File: config.mk
export PLATFORM = sky130hd
export DESIGN_NAME = source_byte_tokenizer_top
export DESIGN_NICKNAME = d
export VERILOG_FILES = /design/src/rtl/sbt_pkg.sv /design/src/rtl/source_byte_tokenizer_top.sv /design/src/rtl/sbt_core.sv /design/src/rtl/sbt_out_fifo.sv
export VERILOG_INCLUDE_DIRS = /design/src /design/src/rtl
export SDC_FILE = /design/constraint.sdc
export NUM_CORES = 1
export LEC_CHECK = 0
export ABC_AREA = 1
export ABC_CLOCK_PERIOD_IN_PS = 6400
export BUFFER_PORTS_ARGS = -buffer_cell sky130_fd_sc_hd__clkbuf_2
export CAP_MARGIN = 20
export CORE_ASPECT_RATIO = 1.25
export CORE_MARGIN = 8
export CORE_UTILIZATION = 40
export CTS_BUF_LIST = sky130_fd_sc_hd__clkbuf_16
export CTS_CLUSTER_DIAMETER = 30
export DETAILED_ROUTE_END_ITERATION = 12
export GPL_TIMING_DRIVEN = 1
export PLACE_DENSITY_LB_ADDON = 0.2
export REMOVE_ABC_BUFFERS = 1
export SETUP_SLACK_MARGIN = 0.2
export SKIP_LAST_GASP = 1
export SYNTH_ARGS = -nofsm -noshare
export SYNTH_HDL_FRONTEND = slang
export SYNTH_SLANG_ARGS = --single-unit
File: constraint.sdc
create_clock -name i_clk -period 6.4 [get_ports i_clk]
set_input_delay 1.28 -clock i_clk [delete_from_list [all_inputs] [get_ports i_clk]]
set_output_delay 1.28 -clock i_clk [all_outputs]
set_load 0.01 [all_outputs]
File: src/rtl/source_byte_tokenizer_top_assert.svh
// ----------------------------------------------------------------------------
// source_byte_tokenizer_top_assert.svh
// Assertion macros for the tokenizer; empty when SYNTH is defined.
// ----------------------------------------------------------------------------
`ifndef SOURCE_BYTE_TOKENIZER_TOP_ASSERT_SVH
`define SOURCE_BYTE_TOKENIZER_TOP_ASSERT_SVH

`ifndef SYNTH
`define SBT_ASSERT(lbl, expr) \
    lbl: assert property (@(posedge i_clk) disable iff (!i_rst_n) (expr)) \
        else $error("assertion failed");
`define SBT_ASSERT_NEXT(lbl, ante, cons) \
    lbl: assert property (@(posedge i_clk) disable iff (!i_rst_n) (ante) |=> (cons)) \
        else $error("assertion failed");
`else
`define SBT_ASSERT(lbl, expr)
`define SBT_ASSERT_NEXT(lbl, ante, cons)
`endif

`endif

File: src/rtl/sbt_pkg.sv
// ----------------------------------------------------------------------------
// sbt_pkg
// Types, constants and character-class functions of the source tokenizer.
// ----------------------------------------------------------------------------
package sbt_pkg;

    localparam int POS_W      = 16;
    localparam int KW_CHARS   = 6;
    localparam int PREFIX_W   = 8 * KW_CHARS;
    localparam int LEN_W      = 16;
    localparam int KIND_W     = 6;
    localparam int FIFO_DEPTH = 4;
    localparam int FIFO_AW    = $clog2(FIFO_DEPTH);
    localparam int CNT_W      = FIFO_AW + 1;
    localparam int KW_COUNT   = 14;
    localparam int OP_COUNT   = 7;
    localparam int SINGLE_COUNT = 13;

    localparam logic [KIND_W-1:0] K_EOF   = 6'd0;
    localparam logic [KIND_W-1:0] K_IDENT = 6'd1;
    localparam logic [KIND_W-1:0] K_INT   = 6'd2;
    localparam logic [KIND_W-1:0] K_KW0   = 6'd3;
    localparam logic [KIND_W-1:0] K_SLASH = 6'd31;
    localparam logic [KIND_W-1:0] K_BAD   = 6'd47;

    localparam logic [7:0] CH_LF    = 8'h0A;
    localparam logic [7:0] CH_SLASH = 8'h2F;
    localparam logic [7:0] CH_STAR  = 8'h2A;

    typedef enum logic [3:0] {
        M_IDLE,
        M_WORD,
        M_NUMBER,
        M_OPER,
        M_SLASH,
        M_LINE,
        M_BLOCK,
        M_BLOCK_STAR,
        M_HALT
    } t_mode;

    typedef struct packed {
        logic [KIND_W-1:0] kind;
        logic [15:0]       line;
        logic [15:0]       column;
        logic [15:0]       length;
    } t_token;

    typedef struct packed {
        logic [1:0] count;
        t_token     tok0;
        t_token     tok1;
    } t_emit;

    typedef struct packed {
        t_token tok;
        logic   last;
    } t_entry;

    typedef struct packed {
        logic                 hit;
        logic [2:0]           idx;
    } t_op_hit;

    // keyword text, first character in the low byte
    localparam logic [PREFIX_W-1:0] KW_TEXT [KW_COUNT] = '{
        PREFIX_W'("nf"),    PREFIX_W'("tel"),   PREFIX_W'("tum"),
        PREFIX_W'("fi"),    PREFIX_W'("esle"),  PREFIX_W'("nruter"),
        PREFIX_W'("23i"),   PREFIX_W'("eurt"),  PREFIX_W'("eslaf"),
        PREFIX_W'("elihw"), PREFIX_W'("rof"),   PREFIX_W'("pool"),
        PREFIX_W'("hctam"), PREFIX_W'("efasnu")
    };

    localparam logic [7:0] OP_LEAD [OP_COUNT] = '{"-", "!", "=", "<", ">", "&", "|"};
    localparam logic [KIND_W-1:0] OP_SINGLE [OP_COUNT] = '{
        6'd29, 6'd33, 6'd27, 6'd34, 6'd36, 6'd40, 6'd42};
    localparam logic [7:0] OP_NEXT1 [OP_COUNT] = '{">", "=", "=", "=", "=", "&", "|"};
    localparam logic [KIND_W-1:0] OP_KIND1 [OP_COUNT] = '{
        6'd26, 6'd39, 6'd38, 6'd35, 6'd37, 6'd41, 6'd43};
    localparam logic [7:0] OP_NEXT2 [OP_COUNT] = '{
        8'h00, 8'h00, 8'h00, "<", ">", 8'h00, 8'h00};
    localparam logic [KIND_W-1:0] OP_KIND2 [OP_COUNT] = '{
        6'd0, 6'd0, 6'd0, 6'd45, 6'd46, 6'd0, 6'd0};

    localparam logic [7:0] SINGLE_CHAR [SINGLE_COUNT] = '{
        "(", ")", "{", "}", "[", "]", ",", ";", ":", "+", "*", "%", "^"};
    localparam logic [KIND_W-1:0] SINGLE_KIND [SINGLE_COUNT] = '{
        6'd17, 6'd18, 6'd19, 6'd20, 6'd21, 6'd22, 6'd23, 6'd24, 6'd25,
        6'd28, 6'd30, 6'd32, 6'd44};

    function automatic logic is_letter(input logic [7:0] b);
        return (b inside {["a":"z"], ["A":"Z"], "_"});
    endfunction

    function automatic logic is_digit(input logic [7:0] b);
        return (b inside {["0":"9"]});
    endfunction

    function automatic logic is_blank(input logic [7:0] b);
        return (b inside {8'h20, [8'h09:8'h0D]});
    endfunction

    function automatic logic [KIND_W-1:0] word_kind(input logic [PREFIX_W-1:0] prefix,
                                                    input logic [LEN_W-1:0] run_len);
        logic [KIND_W-1:0] kind;
        kind = K_IDENT;
        if (run_len <= LEN_W'(KW_CHARS)) begin
            for (int i = 0; i < KW_COUNT; i++) begin
                if (prefix == KW_TEXT[i]) begin
                    kind = K_KW0 + KIND_W'(i);
                end
            end
        end
        return kind;
    endfunction

    function automatic logic [KIND_W-1:0] single_kind(input logic [7:0] b);
        logic [KIND_W-1:0] kind;
        kind = K_EOF;
        for (int i = 0; i < SINGLE_COUNT; i++) begin
            if (b == SINGLE_CHAR[i]) begin
                kind = SINGLE_KIND[i];
            end
        end
        return kind;
    endfunction

    function automatic t_op_hit op_lookup(input logic [7:0] b);
        t_op_hit r;
        r = '0;
        for (int i = OP_COUNT - 1; i >= 0; i--) begin
            if (b == OP_LEAD[i]) begin
                r.hit = 1'b1;
                r.idx = 3'(i);
            end
        end
        return r;
    endfunction

endpackage

File: src/rtl/source_byte_tokenizer_top.sv
// ----------------------------------------------------------------------------
// source_byte_tokenizer_top
// Streaming source tokenizer: one byte or end mark in, tokens out.
// Throughput: one input transfer per cycle while the token queue has room for
//   two more entries; a byte that emits two tokens sends them in turn on the single output port.
// Path: an input register, then the output queue, whose head drives the output.
// Reset: synchronous, active low; scanner at line 1, column 1, input register and queue empty.
// ----------------------------------------------------------------------------
module source_byte_tokenizer_top
    import sbt_pkg::*;
(
    input  logic        i_clk,
    input  logic        i_rst_n,
    input  logic        i_s_tvalid,
    output logic        o_s_tready,
    input  logic [7:0]  i_s_tdata,   // [7:0] source_byte
    input  logic        i_s_tuser,   // [0] action
    output logic        o_m_tvalid,
    input  logic        i_m_tready,
    output logic [55:0] o_m_tdata,   // [5:0] token_kind, [21:6] start_line,
                                     // [37:22] start_column, [53:38] token_length
    output logic        o_m_tlast    // last_of_run
);

    logic             r_in_valid;
    logic             r_in_action;
    logic [7:0]       r_in_byte;
    logic             fire;
    logic [CNT_W-1:0] fifo_cnt;
    t_emit            emit;
    t_entry           ent0, ent1, head;

    assign fire       = r_in_valid && (fifo_cnt <= CNT_W'(FIFO_DEPTH - 2));
    assign o_s_tready = !r_in_valid || fire;

    always_ff @(posedge i_clk) begin
        if (!i_rst_n) begin
            r_in_valid <= 1'b0;
        end else if (i_s_tvalid && o_s_tready) begin
            r_in_valid <= 1'b1;
        end else if (fire) begin
            r_in_valid <= 1'b0;
        end
    end

    always_ff @(posedge i_clk) begin
        if (i_s_tvalid && o_s_tready) begin
            r_in_action <= i_s_tuser;
            r_in_byte   <= i_s_tdata;
        end
    end

    sbt_core u_core (
        .i_clk    (i_clk),
        .i_rst_n  (i_rst_n),
        .i_fire   (fire),
        .i_action (r_in_action),
        .i_byte   (r_in_byte),
        .o_emit   (emit)
    );

    always_comb begin
        ent0.tok  = emit.tok0;
        ent0.last = (emit.count == 2'd1);
        ent1.tok  = emit.tok1;
        ent1.last = 1'b1;
    end

    sbt_out_fifo u_fifo (
        .i_clk      (i_clk),
        .i_rst_n    (i_rst_n),
        .i_push_cnt (fire ? emit.count : 2'd0),
        .i_ent0     (ent0),
        .i_ent1     (ent1),
        .i_pop      (i_m_tready),
        .o_cnt      (fifo_cnt),
        .o_valid    (o_m_tvalid),
        .o_ent      (head)
    );

    assign o_m_tdata = {2'b00, head.tok.length, head.tok.column, head.tok.line,
                        head.tok.kind};
    assign o_m_tlast = head.last;

`include "source_byte_tokenizer_top_assert.svh"

    `SBT_ASSERT(a_fifo_no_overflow, fifo_cnt <= CNT_W'(FIFO_DEPTH))
    `SBT_ASSERT_NEXT(a_end_gives_token, fire && r_in_action, o_m_tvalid)

endmodule

File: src/rtl/sbt_core.sv
// ----------------------------------------------------------------------------
// sbt_core
// Scanner state and per-byte token decision; up to two tokens per transfer.
// ----------------------------------------------------------------------------
module sbt_core
    import sbt_pkg::*;
(
    input  logic       i_clk,
    input  logic       i_rst_n,
    input  logic       i_fire,
    input  logic       i_action,
    input  logic [7:0] i_byte,
    output t_emit      o_emit
);

    localparam logic [POS_W-1:0] POS_MAX = {POS_W{1'b1}};
    localparam logic [POS_W-1:0] POS_ONE = POS_W'(1);
    localparam logic [LEN_W-1:0] LEN_MAX = {LEN_W{1'b1}};

    t_mode               r_mode, n_mode;
    logic [2:0]          r_pend, n_pend;
    logic [PREFIX_W-1:0] r_prefix, n_prefix;
    logic [LEN_W-1:0]    r_run, n_run;
    logic [POS_W-1:0]    r_tok_line, n_tok_line;
    logic [POS_W-1:0]    r_tok_col, n_tok_col;
    logic [POS_W-1:0]    r_cur_line, n_cur_line;
    logic [POS_W-1:0]    r_cur_col, n_cur_col;

    logic       f_vld, s_vld, used;
    t_token     f_tok, s_tok;
    logic [2:0] pi;
    t_op_hit    op_hit;
    logic [KIND_W-1:0] sk;

    assign pi     = (r_pend != 3'd7) ? r_pend : 3'd0;
    assign op_hit = op_lookup(i_byte);
    assign sk     = single_kind(i_byte);

    always_comb begin
        n_mode     = r_mode;
        n_pend     = r_pend;
        n_prefix   = r_prefix;
        n_run      = r_run;
        n_tok_line = r_tok_line;
        n_tok_col  = r_tok_col;
        n_cur_line = r_cur_line;
        n_cur_col  = r_cur_col;
        f_vld      = 1'b0;
        s_vld      = 1'b0;
        f_tok      = '0;
        s_tok      = '0;
        used       = 1'b1;
        f_tok.line   = 16'(r_tok_line);
        f_tok.column = 16'(r_tok_col);
        f_tok.length = 16'(1);

        if (i_action) begin
            case (r_mode)
                M_WORD: begin
                    f_vld        = 1'b1;
                    f_tok.kind   = word_kind(r_prefix, r_run);
                    f_tok.length = 16'(r_run);
                end
                M_NUMBER: begin
                    f_vld        = 1'b1;
                    f_tok.kind   = K_INT;
                    f_tok.length = 16'(r_run);
                end
                M_OPER: begin
                    f_vld      = 1'b1;
                    f_tok.kind = OP_SINGLE[pi];
                end
                M_SLASH: begin
                    f_vld      = 1'b1;
                    f_tok.kind = K_SLASH;
                end
                default: ;
            endcase
            s_vld        = 1'b1;
            s_tok.kind   = K_EOF;
            s_tok.line   = 16'(r_cur_line);
            s_tok.column = 16'(r_cur_col);
            s_tok.length = '0;
            n_mode       = M_IDLE;
            n_pend       = '0;
            n_prefix     = '0;
            n_run        = '0;
            n_tok_line   = POS_ONE;
            n_tok_col    = POS_ONE;
            n_cur_line   = POS_ONE;
            n_cur_col    = POS_ONE;
        end else begin
            case (r_mode)
                M_WORD, M_NUMBER: begin
                    if (is_digit(i_byte) || (r_mode == M_WORD && is_letter(i_byte))) begin
                        for (int j = 0; j < KW_CHARS; j++) begin
                            if (r_run == LEN_W'(j)) begin
                                n_prefix[8*j +: 8] = r_prefix[8*j +: 8] | i_byte;
                            end
                        end
                        if (r_run != LEN_MAX) begin
                            n_run = r_run + LEN_W'(1);
                        end
                    end else begin
                        f_vld        = 1'b1;
                        f_tok.kind   = (r_mode == M_WORD) ? word_kind(r_prefix, r_run) : K_INT;
                        f_tok.length = 16'(r_run);
                        n_mode       = M_IDLE;
                        used         = 1'b0;
                    end
                end
                M_OPER: begin
                    f_vld = 1'b1;
                    if (i_byte == OP_NEXT1[pi]) begin
                        f_tok.kind   = OP_KIND1[pi];
                        f_tok.length = 16'(2);
                    end else if (OP_NEXT2[pi] != 8'h00 && i_byte == OP_NEXT2[pi]) begin
                        f_tok.kind   = OP_KIND2[pi];
                        f_tok.length = 16'(2);
                    end else begin
                        f_tok.kind = OP_SINGLE[pi];
                        used       = 1'b0;
                    end
                    n_mode = M_IDLE;
                end
                M_SLASH: begin
                    if (i_byte == CH_SLASH) begin
                        n_mode = M_LINE;
                    end else if (i_byte == CH_STAR) begin
                        n_mode = M_BLOCK;
                    end else begin
                        f_vld      = 1'b1;
                        f_tok.kind = K_SLASH;
                        n_mode     = M_IDLE;
                        used       = 1'b0;
                    end
                end
                M_LINE: begin
                    if (i_byte == CH_LF) begin
                        n_mode = M_IDLE;
                    end
                end
                M_BLOCK: begin
                    if (i_byte == CH_STAR) begin
                        n_mode = M_BLOCK_STAR;
                    end
                end
                M_BLOCK_STAR: begin
                    if (i_byte == CH_SLASH) begin
                        n_mode = M_IDLE;
                    end else if (i_byte != CH_STAR) begin
                        n_mode = M_BLOCK;
                    end
                end
                M_HALT: ;
                default: begin
                    n_mode = M_IDLE;
                    used   = 1'b0;
                end
            endcase

            // start of a new token
            if (!used && !is_blank(i_byte)) begin
                n_tok_line   = r_cur_line;
                n_tok_col    = r_cur_col;
                s_tok.line   = 16'(r_cur_line);
                s_tok.column = 16'(r_cur_col);
                s_tok.length = 16'(1);
                if (is_letter(i_byte) || is_digit(i_byte)) begin
                    n_mode   = is_digit(i_byte) ? M_NUMBER : M_WORD;
                    n_run    = LEN_W'(1);
                    n_prefix = PREFIX_W'(i_byte);
                end else if (sk != K_EOF) begin
                    s_vld      = 1'b1;
                    s_tok.kind = sk;
                end else if (op_hit.hit) begin
                    n_mode = M_OPER;
                    n_pend = op_hit.idx;
                end else if (i_byte == CH_SLASH) begin
                    n_mode = M_SLASH;
                end else begin
                    n_mode     = M_HALT;
                    s_vld      = 1'b1;
                    s_tok.kind = K_BAD;
                end
            end

            if (i_byte == CH_LF) begin
                if (r_cur_line != POS_MAX) begin
                    n_cur_line = r_cur_line + POS_ONE;
                end
                n_cur_col = POS_ONE;
            end else if (r_cur_col != POS_MAX) begin
                n_cur_col = r_cur_col + POS_ONE;
            end
        end
    end

    always_comb begin
        o_emit.count = {1'b0, f_vld} + {1'b0, s_vld};
        o_emit.tok0  = f_vld ? f_tok : s_tok;
        o_emit.tok1  = s_tok;
    end

    always_ff @(posedge i_clk) begin
        if (!i_rst_n) begin
            r_mode     <= M_IDLE;
            r_pend     <= '0;
            r_prefix   <= '0;
            r_run      <= '0;
            r_tok_line <= POS_ONE;
            r_tok_col  <= POS_ONE;
            r_cur_line <= POS_ONE;
            r_cur_col  <= POS_ONE;
        end else if (i_fire) begin
            r_mode     <= n_mode;
            r_pend     <= n_pend;
            r_prefix   <= n_prefix;
            r_run      <= n_run;
            r_tok_line <= n_tok_line;
            r_tok_col  <= n_tok_col;
            r_cur_line <= n_cur_line;
            r_cur_col  <= n_cur_col;
        end
    end

endmodule

File: src/rtl/sbt_out_fifo.sv
// ----------------------------------------------------------------------------
// sbt_out_fifo
// Small token queue; takes up to two entries per cycle, gives one.
// ----------------------------------------------------------------------------
module sbt_out_fifo
    import sbt_pkg::*;
(
    input  logic             i_clk,
    input  logic             i_rst_n,
    input  logic [1:0]       i_push_cnt,
    input  t_entry           i_ent0,
    input  t_entry           i_ent1,
    input  logic             i_pop,
    output logic [CNT_W-1:0] o_cnt,
    output logic             o_valid,
    output t_entry           o_ent
);

    t_entry             r_mem [FIFO_DEPTH];
    logic [FIFO_AW-1:0] r_wp, r_rp;
    logic [CNT_W-1:0]   r_cnt;
    logic               pop_ok;

    assign pop_ok  = i_pop && (r_cnt != '0);
    assign o_cnt   = r_cnt;
    assign o_valid = (r_cnt != '0);
    assign o_ent   = r_mem[r_rp];

    always_ff @(posedge i_clk) begin
        if (i_push_cnt != 2'd0) begin
            r_mem[r_wp] <= i_ent0;
        end
        if (i_push_cnt == 2'd2) begin
            r_mem[r_wp + FIFO_AW'(1)] <= i_ent1;
        end
    end

    always_ff @(posedge i_clk) begin
        if (!i_rst_n) begin
            r_wp  <= '0;
            r_rp  <= '0;
            r_cnt <= '0;
        end else begin
            r_wp  <= r_wp + FIFO_AW'(i_push_cnt);
            r_rp  <= r_rp + FIFO_AW'(pop_ok);
            r_cnt <= r_cnt + CNT_W'(i_push_cnt) - CNT_W'(pop_ok);
        end
    end

endmodule

Yosys cells after proc, flatten, opt, wreduce, memory -nomap -nowiden. Memory sizes are Yosys's and may differ from the RTL's. A register that Yosys moved wholly into a read port is not among the register bits. Index checks and enable logic that the tools add are counted.

Flip-flop bits (word level): 152. Memory bits (writable): 220. ROM bits: 272. Bits of input ports: 13. Output and inout port bits: 59. Logic and storage cells: 287. Memories: 6.

Memories: u_fifo.r_mem (depth 4, width 55, rd ports 1, clocked after memory_dff 1, wr ports 2, line sbt_out_fifo.sv:19) `t_entry r_mem [FIFO_DEPTH];`; (no name shown) (depth 8, width 8, rd ports 1, clocked after memory_dff 0, wr ports 0, line sbt_core.sv:114) `if (i_byte == OP_NEXT1[pi]) begin`; (no name shown) (depth 8, width 8, rd ports 1, clocked after memory_dff 0, wr ports 0, line sbt_core.sv:117) `end else if (OP_NEXT2[pi] != 8'h00 && i_byte == OP_NEXT2[pi]) begin`; (no name shown) (depth 8, width 6, rd ports 1, clocked after memory_dff 0, wr ports 0, line sbt_core.sv:115) `f_tok.kind = OP_KIND1[pi];`; (no name shown) (depth 8, width 6, rd ports 1, clocked after memory_dff 0, wr ports 0, line sbt_core.sv:118) `f_tok.kind = OP_KIND2[pi];`; (no name shown) (depth 8, width 6, rd ports 1, clocked after memory_dff 0, wr ports 0, line sbt_core.sv:71) `f_tok.kind = OP_SINGLE[pi];`.

$add $sub $neg: 9. $lt $le $gt $ge: 11. Eq/ne operators: 62. Multiplexer cells: 142. Bitwise operators: 7. Reductions and logical operators: 36.

Operators with widths (number): 16-bit two-way mux (20); 48-bit two-way mux (5); 6-bit two-way mux (31); 54-bit two-way mux (3); 48-bit by 23-bit equality test with 1-bit output (second input constant) (3); 48-bit by 31-bit equality test with 1-bit output (second input constant) (3); 48-bit by 39-bit equality test with 1-bit output (second input constant) (3); 8-bit by 6-bit equality test with 1-bit output (second input constant) (16); 48-bit by 15-bit equality test with 1-bit output (second input constant) (2); 48-bit by 47-bit equality test with 1-bit output (second input constant) (2); 8-bit two-way mux (10); 4-bit two-way mux (19); 5-bit two-way mux (12); 8-bit by 7-bit equality test with 1-bit output (second input constant) (7); 16-bit by 1-bit adder with 16-bit output (second input constant) (3); 48-bit by 22-bit equality test with 1-bit output (second input constant) (1); 16-bit inequality test (second input constant) (3); 8-bit OR (6); 16-bit by 2-bit equality test with 1-bit output (second input constant) (2); 16-bit by 3-bit equality test with 1-bit output (second input constant) (2); 16-bit case mux with 2 select lines (1); 3-bit two-way mux (8); 4-bit case mux with 6 select lines (1); 6-bit case mux with 4 select lines (1); other kinds (46) (103).

Logic depth before layout (Yosys ltp). Gate-level depths: netlist (run 1).

Word-level depth: 24. Gate-level depth with buffers: 26.

Hierarchy. A second synthesis (run 1) with hierarchy kept.

Cell total of the unflattened synthesis: 2913. Area total of the unflattened synthesis: 21720.8 µm².

By module, submodules not included: sbt_out_fifo (instances 1, cells an instance 1139, area an instance 11151.9 µm², sequential area each 6746.5 µm²); sbt_core (instances 1, cells an instance 1745, area an instance 10187.3 µm², sequential area each 2702.6 µm²); source_byte_tokenizer_top (instances 1, cells an instance 29, area an instance 381.6 µm², sequential area each 290.3 µm²).

Worst setup path after synthesis (run 1). No wires, ideal clock.

Path kind: reg-to-reg. Start: register r_in_byte[0]. End: memory u_fifo.r_mem[0][17] (netlist name) (enable). Library setup time: 0.397 ns. Data arrival time: 3.878 ns. Data required time: 6.003 ns. Setup slack: 2.126 ns. Cell stages (with the launch flop): 24. Path through: edfxtp_1 buf_4 clkinv_2 nand2_4 nor2_2 nand2_1 nand3_2 nand2_2 a21oi_1 inv_1 buf_2 nor3_1 nand2_1 nand2_1 ha_1 inv_1 nor2_1 inv_1 nor2_1 inv_1 nor2_1 clkinv_1 clkbuf_1 nand2_1.

RTL lines: from (decl) (line source_byte_tokenizer_top.sv:27) `logic [7:0] r_in_byte;`; from (signal assigned) (line source_byte_tokenizer_top.sv:49) `r_in_byte <= i_s_tdata;`; to (decl) (line sbt_out_fifo.sv:19).

==> results of run 1 <==
==> worst min-delay path by stage <==
| stage | endpoint | cells after the start |
|---|---|---|
| 6_report | u_core.r_prefix[47] | 2 |
| 5_1_grt | u_core.r_prefix[47] | 2 |
| 4_1_cts | u_core.r_prefix[47] | 2 |
| 3_5_place_dp | u_core.r_prefix[47] | 2 |
| 3_3_place_gp | u_core.r_prefix[47] | 2 |
| 2_1_floorplan | u_core.r_prefix[47] | 2 |
==> placed cells by master (no fill, tap or decap), drive strengths merged <==
cell | Yosys | layout
nor3b | 1 | 1
conb | 1 | 2
clkinv | 4 | 36
nand3b | 3 | 3
ha | 14 | 14
bufinv | 0 | 11
nand3 | 242 | 242
clkbuf | 120 | 158
a211oi | 12 | 12
a221o | 1 | 1
edfxtp | 165 | 165
and3 | 1 | 1
nand2 | 971 | 971
o311ai | 1 | 1
dfxtp | 207 | 207
fa | 1 | 1
a21oi | 151 | 151
and2 | 2 | 2
xnor2 | 3 | 3
buf | 29 | 32
inv | 233 | 249
a31oi | 3 | 3
o31ai | 2 | 2
nor2 | 369 | 369
o211ai | 8 | 8
o21a | 2 | 2
or2 | 2 | 2
nor3 | 40 | 40
xor2 | 19 | 19
o21ai | 262 | 262
a21boi | 3 | 3
nand4 | 34 | 34
clkinvlp | 0 | 13
o22ai | 56 | 56
a2bb2oi | 1 | 1
nor4 | 5 | 5
==> routing by layer <==
layer	vias up	track usage	wire [um]	part of all wire
li1	9868	-	-	-
met1	9462	0.260	27900	0.39
met2	626	0.428	36500	0.51
met3	193	0.0383	3600	0.051
met4	0	0.123	3180	0.045
met5	-	0	0	0
==> power by group through the flow <==
stage | sequential [mW] | clock, mW | combinational, mW
6_report | 2.73 | 4.43 | 1.73
5_1_grt | 2.74 | 4.61 | 1.90
4_1_cts | 2.73 | 4.47 | 1.75
3_5_place_dp | 2.77 | 0 | 1.74
3_3_place_gp | 2.77 | 0 | 1.73
2_1_floorplan | 2.77 | 0 | 0.975
==> metrics by stage <==
step / util / hold slack (ps)
floorplan: - / 416
global placement: 0.421 / 429
detailed placement: 0.421 / 434
CTS: 0.478 / 440
global route: 0.478 / 459
finish: 0.478 / 440
==> flip-flops by register name, summed over array words and instances, names as in the netlist, 3 cells and up <==
name and count:
u_fifo.o_cnt 3, u_core.r_mode 4, u_core.r_pend 3, u_core.r_tok_line 16, u_core.r_cur_col 16, r_in_byte 8
u_core.r_cur_line 16, u_core.r_tok_col 16, u_core.r_prefix 48, u_fifo.r_mem 220, u_core.r_run 16
==> final cells by class <==
class	count	area [um2]
clock buffers	89	2230
clock inverters	72	731
fillers	5114	26800
inverters	237	893
multi-input cells	2211	10200
flip-flops and latches	372	9100
well taps	665	832
repair buffers	101	586
==> critical path, cell delays in order, from the launching register on <==
cell and delay (ps):
edfxtp_1 470, inv_2 230, nand2_4 80, nor2_2 140, nand2_1 70, nand3_2 70
nand2_2 110, nand2_4 150, nand2_4 160, a21oi_4 220, nand3_4 180, inv_2 230
nand2_1 140, nand2_1 110, ha_1 260, inv_1 120, nor2_1 90, nor2_1 640
nor2_4 40, inv_1 70, buf_4 290, nand2_2 520, buf_4 430
==> kinds of logic (layout without fill, tap and decap cells) <==
group                    count (synthesis)  in the layout
other                                    1              2
adder cells (fa/ha/maj)                 15             15
AND/OR/NAND/NOR                       1670           1670
buffers and inverters                  386            499
flip-flops                             372            372
XOR/XNOR                                22             22
AO/OA/AOI/OAI                          502            502
==> out/qor.yml, run 1 <==
reg2reg_depth: 22
synth_fa_ha_area_frac: 0.00942
power_switching_share: 0.317
endpoint_kind: "register"
drive_gt1_frac: 0.102
p_total_mw: 8.89
grt_usage: 0.236
ant_nets: 0
cts_tree: "built"
cts_buffer_depth: 3
drt_wl_total_um: 71200
power.share.clock: 0.498
synthXorXnorAreaFrac: 0.00930
pre_cts_ws_ps: 1260
die_y_um: 270
drt-vias-per-instance: 5.38
tightest_slew_ps: 1010
seq_area_frac_synth: 0.439
synthCells: 2968
switchingPower_mw: 2.82
criticalPathCategory: "reg2reg"
cap_violations: 0
antenna_found_initial: 0
crit_arrival_ps: 5500
drt_iter0_markers: 1502
synth_warnings: 0
rsz0062_at_grt: "false"
power_density_nw_per_um2: 362
grt_pass1_vias: 20200
n_antenna_cell: 0
r2r_setup_slack_ps: 1240
post-route-period-util: 0.806
crit_path_start_kind: "register"
r2r-start: "r_in_byte[1]"
r2r-end: "u_fifo.r_mem[3][54]"
numCtsBuffers: 87
hold_viol_final: 0
p_leak_nw: 9.73
syn_to_final_growth_pct: 18.5
h-tree-depth: 3
hold_class: "reg2reg"
synth_top_flop_cell: "dfxtp_1"
grt_pass1_wl_um: 111000
grt_start_max_net_pins: 95
tns_ps: 0
holdCritStartpoint: "u_core.r_prefix[47]"
clk_latency_ps: 620
synth_edf_count: 165
dr.pass1.iters: 7
synthTopCellsByCount: "nand2_1 (960), nor2_1 (351), o21ai_0 (258)"
root_buffer: "clkbuf_16"
die_width_um: 220
numPortBuffers: 69
io-pin-count: 72
dp_hpwl_um: 46600
design_area_um2: 24600
fin_ws_ps: 1240
post_cts_resized: 0
drc: 0
ys_seq_elements: 372
period_needed_ps: 5160
wl_per_cell_um: 19.0
max_freq_mhz: 194
placed_area_um2: 21600
start_util: 0.404
path_clk_slew_ps: 40
post-synth-top-count-cell: "nand2_1"
sequentialPowerShare: 0.307
synth_area_leaders: "edfxtp_1 (24%), dfxtp_1 (20%), nand2_1 (17%)"
peakVddDrop_mv: 0.206
vias: 20100
dpl.cell_count: 3586
relSlewSlack: 0.330
die-area_um2: 59400
yosysTopAreaCell: "edfxtp_1"
cts_num_sinks: 372
synth-simple-area-share: 0.339
clock_skew_ps: 25.9
place.gp.congestion: 0.952
status: "complete, no violations"
setup_viol: 0
fin_nets: 3038
yosys.area.top_type_share: 0.239
async_flop_share: 0
crit_fanout: 33
synth-compound-area-share: 0.129
overflow: 0
critPathRequiredTime_ps: 6740
synthDistinctLibCells: 53
post_cts.repair.setup_buffers: 0
netlist_area_um2: 20700
crit_end: "u_fifo.r_mem[3][54]"
cts_hold_buf: 0
comb_power_share: 0.195
fp.coreArea_um2: 51300
startpoint: "r_in_byte[1]"
synth_area_per_cell_um2: 6.98
fin_cells: 3747
synth_top_family_by_area: "simple AND/OR/NAND/NOR gates"
final_max_slew_viol_count: 0
synthMuxAreaShare: 0
internal_power_mw: 6.07
rows: 93
No activity file was read; power rests on OpenSTA's default activity.
==> run 2, diff against run 1 <==
- ABC_CLOCK_PERIOD_IN_PS: 6400 -> 4500
- clock period: 6.4 -> 4.5 ns (I/O delays scaled with it)
==> out/qor.yml, run 2 (same netlist as run 1, synthesis figures left out) <==
clock_skew_ps: 20.3  # -5.56 ps
fp.coreArea_um2: 51300  # unchanged
crit_fanout: 10  # -70%
final_max_slew_viol_count: 0  # unchanged
fin_nets: 3062  # +0.79%
pre_cts_ws_ps: 361  # -898 ps
r2r_setup_slack_ps: 570  # -680 ps
crit_path_start_kind: "register"
largest_register_ffs: 220  # unchanged
drt_wl_total_um: 69900  # -1.7%
drc: 0  # unchanged
rows: 93  # unchanged
peakVddDrop_mv: 0.387  # +87%
mostFrequentLayoutCell: "nand2_1"
die_width_um: 220  # unchanged
root_buffer: "clkbuf_16"
tightest_slew_ps: 953  # -52.3 ps
grt_pass1_vias: 20000  # -1.2%
critPathRequiredTime_ps: 4970  # -1770 ps
p_total_mw: 12.1  # +36%
status: "complete, no violations"
grt_usage: 0.231  # -0.00515
cts_buffer_depth: 3  # unchanged
drt_iter0_markers: 1593  # +6.1%
fin_ws_ps: 565  # -676 ps
vias: 20300  # +0.58%
wl_per_cell_um: 18.6  # -2.2%
drive_gt1_frac: 0.108  # +0.00579
max_freq_mhz: 254  # +31%
fill_cells: 5091  # -0.45%
power_density_nw_per_um2: 493  # +36%
post-route-period-util: 0.874  # +0.0683
h-tree-depth: 3  # unchanged
drt-vias-per-instance: 5.38  # about the same
clk_latency_ps: 610  # about the same
overflow: 0  # unchanged
relSlewSlack: 0.364  # +0.0339
endpoint_kind: "register"
setup_viol: 0  # unchanged
period_needed_ps: 3930  # -1220 ps
start_util: 0.404  # unchanged
dr.pass1.iters: 6  # -1
layout_common_cells: "nand2_1 (955), nor2_1 (340), o21ai_0 (258)"
antenna_found_initial: 0  # unchanged
grt_pass1_wl_um: 109000  # -1.9%
rsz0062_at_grt: "false"
largest_registers: "u_fifo.r_mem: 220 flops, u_core.r_prefix: 48 flops"
criticalPathCategory: "reg2reg"
dp_hpwl_um: 45600  # -2.2%
numCtsBuffers: 83  # -4.6%
p_leak_nw: 9.71  # -0.19%
top_register: "u_fifo.r_mem"
cts_num_sinks: 372  # unchanged
cts_tree: "built"
io-pin-count: 72  # unchanged
path_clk_slew_ps: 40  # about the same
grt_start_max_net_pins: 74  # -22%
die_y_um: 270  # unchanged
ant_nets: 0  # unchanged
n_antenna_cell: 0  # unchanged
cap_violations: 0  # unchanged
crit_arrival_ps: 4410  # -1090 ps
die-area_um2: 59400  # unchanged
place.gp.congestion: 0.991  # +4.1%
syn_to_final_growth_pct: 18.6
hold_viol_final: 0  # unchanged
hold_class: "reg2reg"
numPortBuffers: 69  # unchanged
[run 2: path summary, 6_finish.rpt]
check,to,from,cells after the start
setup / recovery,u_fifo.o_cnt[2],r_in_byte[6],22
hold reg to reg,u_core.r_prefix[47],u_core.r_prefix[47],2
setup reg to reg,u_fifo.o_cnt[2],r_in_byte[6],22
hold / removal,u_core.r_prefix[47],u_core.r_prefix[47],2
[run 2: through the flow]
stage                     cells  area (um2)  utilization  TNS, ps  hold slack, ps
after floorplan            2820       20100            -  -490980             416
after global placement     3613       21900        0.426        0             427
after detailed placement   3613       21900        0.426        0             432
after CTS                  3766       24600        0.479        0             439
after global routing       3767       24600        0.479        0             442
final                      3767       24600        0.479        0             434
[run 2: critical path: stages, from the launching register on]
cell,delay (ps)
edfxtp_1,440
nor2_2,260
nand3_2,180
nor2_1,280
inv_1,140
a21oi_2,260
a21oi_4,80
nand3_4,100
inv_2,90
nand2_1,120
nand2_1,70
ha_1,320
inv_1,90
nor2_2,170
inv_1,80
ha_1,270
inv_1,60
ha_1,130
inv_1,40
fa_1,370
xor2_1,170
inv_1,60
nor2_1,30
[run 2: metal layers]
metal  vias up  routed length (um)  GRT usage
met5         -                   0          0
met4         0                3170      0.129
met3       195                4080     0.0352
met2       710               35400      0.410
met1      9454               27300      0.260
li1       9907                   -          -
[run 2: where the power goes]
part | total [mW] | internal [mW] | switching (mW)
clock | 5.74 | 3.75 | 1.99
sequential | 3.92 | 3.74 | 0.181
combinational | 2.46 | 0.715 | 1.74
[run 2: timing repair]
action	CTS	global route
hold buffers	0	0
gates resized for setup	0	3
endpoints found under the setup margin	0	210
setup buffers	0	1
[run 2: layout make-up]
cell class                      count  area, um2  share of cell area
Clock buffer                       86       2150              0.0875
Clock inverter                     67        539              0.0219
Inverter                          237        893              0.0363
Multi-Input combinational cell   2211      10200               0.415
Sequential cell                   372       9100               0.370
Tap cell                          665        832              0.0338
Timing Repair Buffer              129        871              0.0354
==> run 3, diff against run 2 <==
- BUFFER_PORTS_ARGS: -buffer_cell sky130_fd_sc_hd__clkbuf_2 -> -buffer_cell sky130_fd_sc_hd__buf_4
==> out/qor.yml, run 3 (same netlist as run 1, synthesis figures left out) <==
h-tree-depth: 3  # unchanged
grt_start_max_net_pins: 69  # -6.8%
min_to: "u_core.r_prefix[47]"
final_util: 0.480  # +0.00107
relSlewSlack: 0.423  # +0.0591
hold_viol_final: 0  # unchanged
cts_buffer_depth: 3  # unchanged
die_width_um: 220  # unchanged
rsz0062_at_grt: "false"
numPortBuffers: 69  # unchanged
largest_register_ffs: 220  # unchanged
n_antenna_cell: 0  # unchanged
r2r_setup_slack_ps: 520  # -50 ps
overflow: 0  # unchanged
peakVddDrop_mv: 0.310  # -20%
r2r-end: "u_fifo.o_cnt[2]"
reg2reg_depth: 22  # unchanged
crit_arrival_ps: 4440  # +30 ps
die_y_um: 270  # unchanged
root_buffer: "clkbuf_16"
tns_ps: 0  # unchanged
startpoint: "r_in_byte[6]"
critPathRequiredTime_ps: 4960  # about the same
crit_fanout: 10  # unchanged
drt_wl_total_um: 70300  # +0.59%
vias: 20200  # -0.32%
crit_path_start_kind: "register"
power_density_nw_per_um2: 490  # -0.60%
syn_to_final_growth_pct: 18.9
design_area_um2: 24600  # +0.22%
drt_iter0_markers: 1507  # -5.4%
holdCritStartpoint: "u_core.r_prefix[47]"
max_freq_mhz: 251  # -1.2%
cts_num_sinks: 372  # unchanged
wl_per_cell_um: 18.7  # +0.92%
path_clk_slew_ps: 50  # about the same
dpl.cell_count: 3610  # -0.083%
grt_usage: 0.232  # +0.000674
ant_nets: 0  # unchanged
cap_violations: 0  # unchanged
path_buf_inv: 7  # unchanged
slowest_delay_ps: 450  # about the same
rows: 93  # unchanged
numCtsBuffers: 79  # -4.8%
setup_viol: 0  # unchanged
r2r-start: "r_in_byte[6]"
tightest_slew_ps: 862  # -90.3 ps
layout_common_cells: "nand2_1 (954), nor2_1 (340), o21ai_0 (258)"
mostFrequentLayoutCell: "nand2_1"
dp_hpwl_um: 46700  # +2.5%
endpoint_kind: "register"
period_needed_ps: 3980  # +46.3 ps
start_util: 0.404  # unchanged
fp.coreArea_um2: 51300  # unchanged
place.gp.congestion: 0.951  # -4.1%
grt_pass1_vias: 19900  # -0.34%
io-pin-count: 72  # unchanged
drt-vias-per-instance: 5.38  # about the same
drc: 0  # unchanged
min_delay_path_depth: 2  # unchanged
final_max_slew_viol_count: 0  # unchanged
placed_area_um2: 22000  # +0.80%
largest_registers: "u_fifo.r_mem: 220 flops, u_core.r_prefix: 48 flops"
top_register: "u_fifo.r_mem"
criticalPathCategory: "reg2reg"
antenna_found_initial: 0  # unchanged
crit_chain: "nor2_2, nand3_2, nor2_1, inv_1, a21oi_2, a21oi_4, nand3_4, inv_2, nand2_2, nand2_1, ha_1, inv_1, nor2_2, inv_1, ha_1, inv_1, ha_1, inv_1, fa_1, xor2_1, inv_1, nor2_1"
hold_class: "reg2reg"
p_leak_nw: 9.68  # -0.28%
fin_cells: 3755  # -0.32%
fin_nets: 3056  # -0.20%
cpMaxStageDelayCell: "edfxtp_1"
dr.pass1.iters: 5  # -1
path_delay_family: "simple AND/OR/NAND/NOR gates"
status: "complete, no violations"
drive_gt1_frac: 0.108  # about the same
cts_hold_buf: 0  # unchanged
post-route-period-util: 0.885  # +0.0103
clk_latency_ps: 610  # about the same
path_common_cell: "inv_1"
cts_tree: "built"
grt_pass1_wl_um: 110000  # +0.70%
clock_skew_ps: 26.6  # +6.31 ps
die-area_um2: 59400  # unchanged
-- run 3: worst reg2reg max path, delay by kind of cell, from the launching register on --
kind,cells,cell delay [ps]
simple gates,8,1210
compound gates,2,290
fa+ha+maj,4,1110
buf+inv,7,590
flops,1,450
xor+xnor,1,170
-- run 3: timing repair --
action                     CTS  global route
setup endpoints to repair    0            70
gates resized for setup      0             7
buffers inserted             0             2
-- run 3: worst max path at each step --
stage,endpoint,cells past startpoint
final,u_fifo.o_cnt[2],22
after global routing,u_fifo.o_cnt[2],25
after CTS,u_fifo.o_cnt[2],25
after detailed placement,u_fifo.o_cnt[2],25
after global placement,u_fifo.o_cnt[2],25
after floorplan,u_fifo.r_mem[1][17],17
-- run 3: area by class of cell --
type                            instances  area, um2
Clock buffer                           80       2000
Clock inverter                         63        551
Fill cell                            5077      26700
Inverter                              237        893
Multi-Input combinational cell       2211      10200
Sequential cell                       372       9100
Tap cell                              665        832
Timing Repair Buffer                  127       1050
-- run 3: power by group --
group	leakage, nW	switching (mW)	internal [mW]
logic	5.40	1.85	0.884
registers	3.02	0.0988	3.73
clock network	1.26	2.00	3.50
total	9.68	3.95	8.12
-- run 3: layer usage --
layer  part of all wire  global-route usage  vias to the layer above
met5                  0                   0                        -
met4              0.042               0.122                        0
met3              0.059              0.0391                      168
met2               0.51               0.414                      671
met1               0.39               0.260                     9463
li1                   -                   -                     9900
-- run 3: per-stage QoR --
stage	hold slack (ps)	power [mW]	setup slack [ps]
after floorplan	416	5.31	-2200
after global placement	430	6.62	333
after detailed placement	433	6.65	289
after CTS	443	12.2	259
after global routing	458	12.6	249
final	446	12.1	519
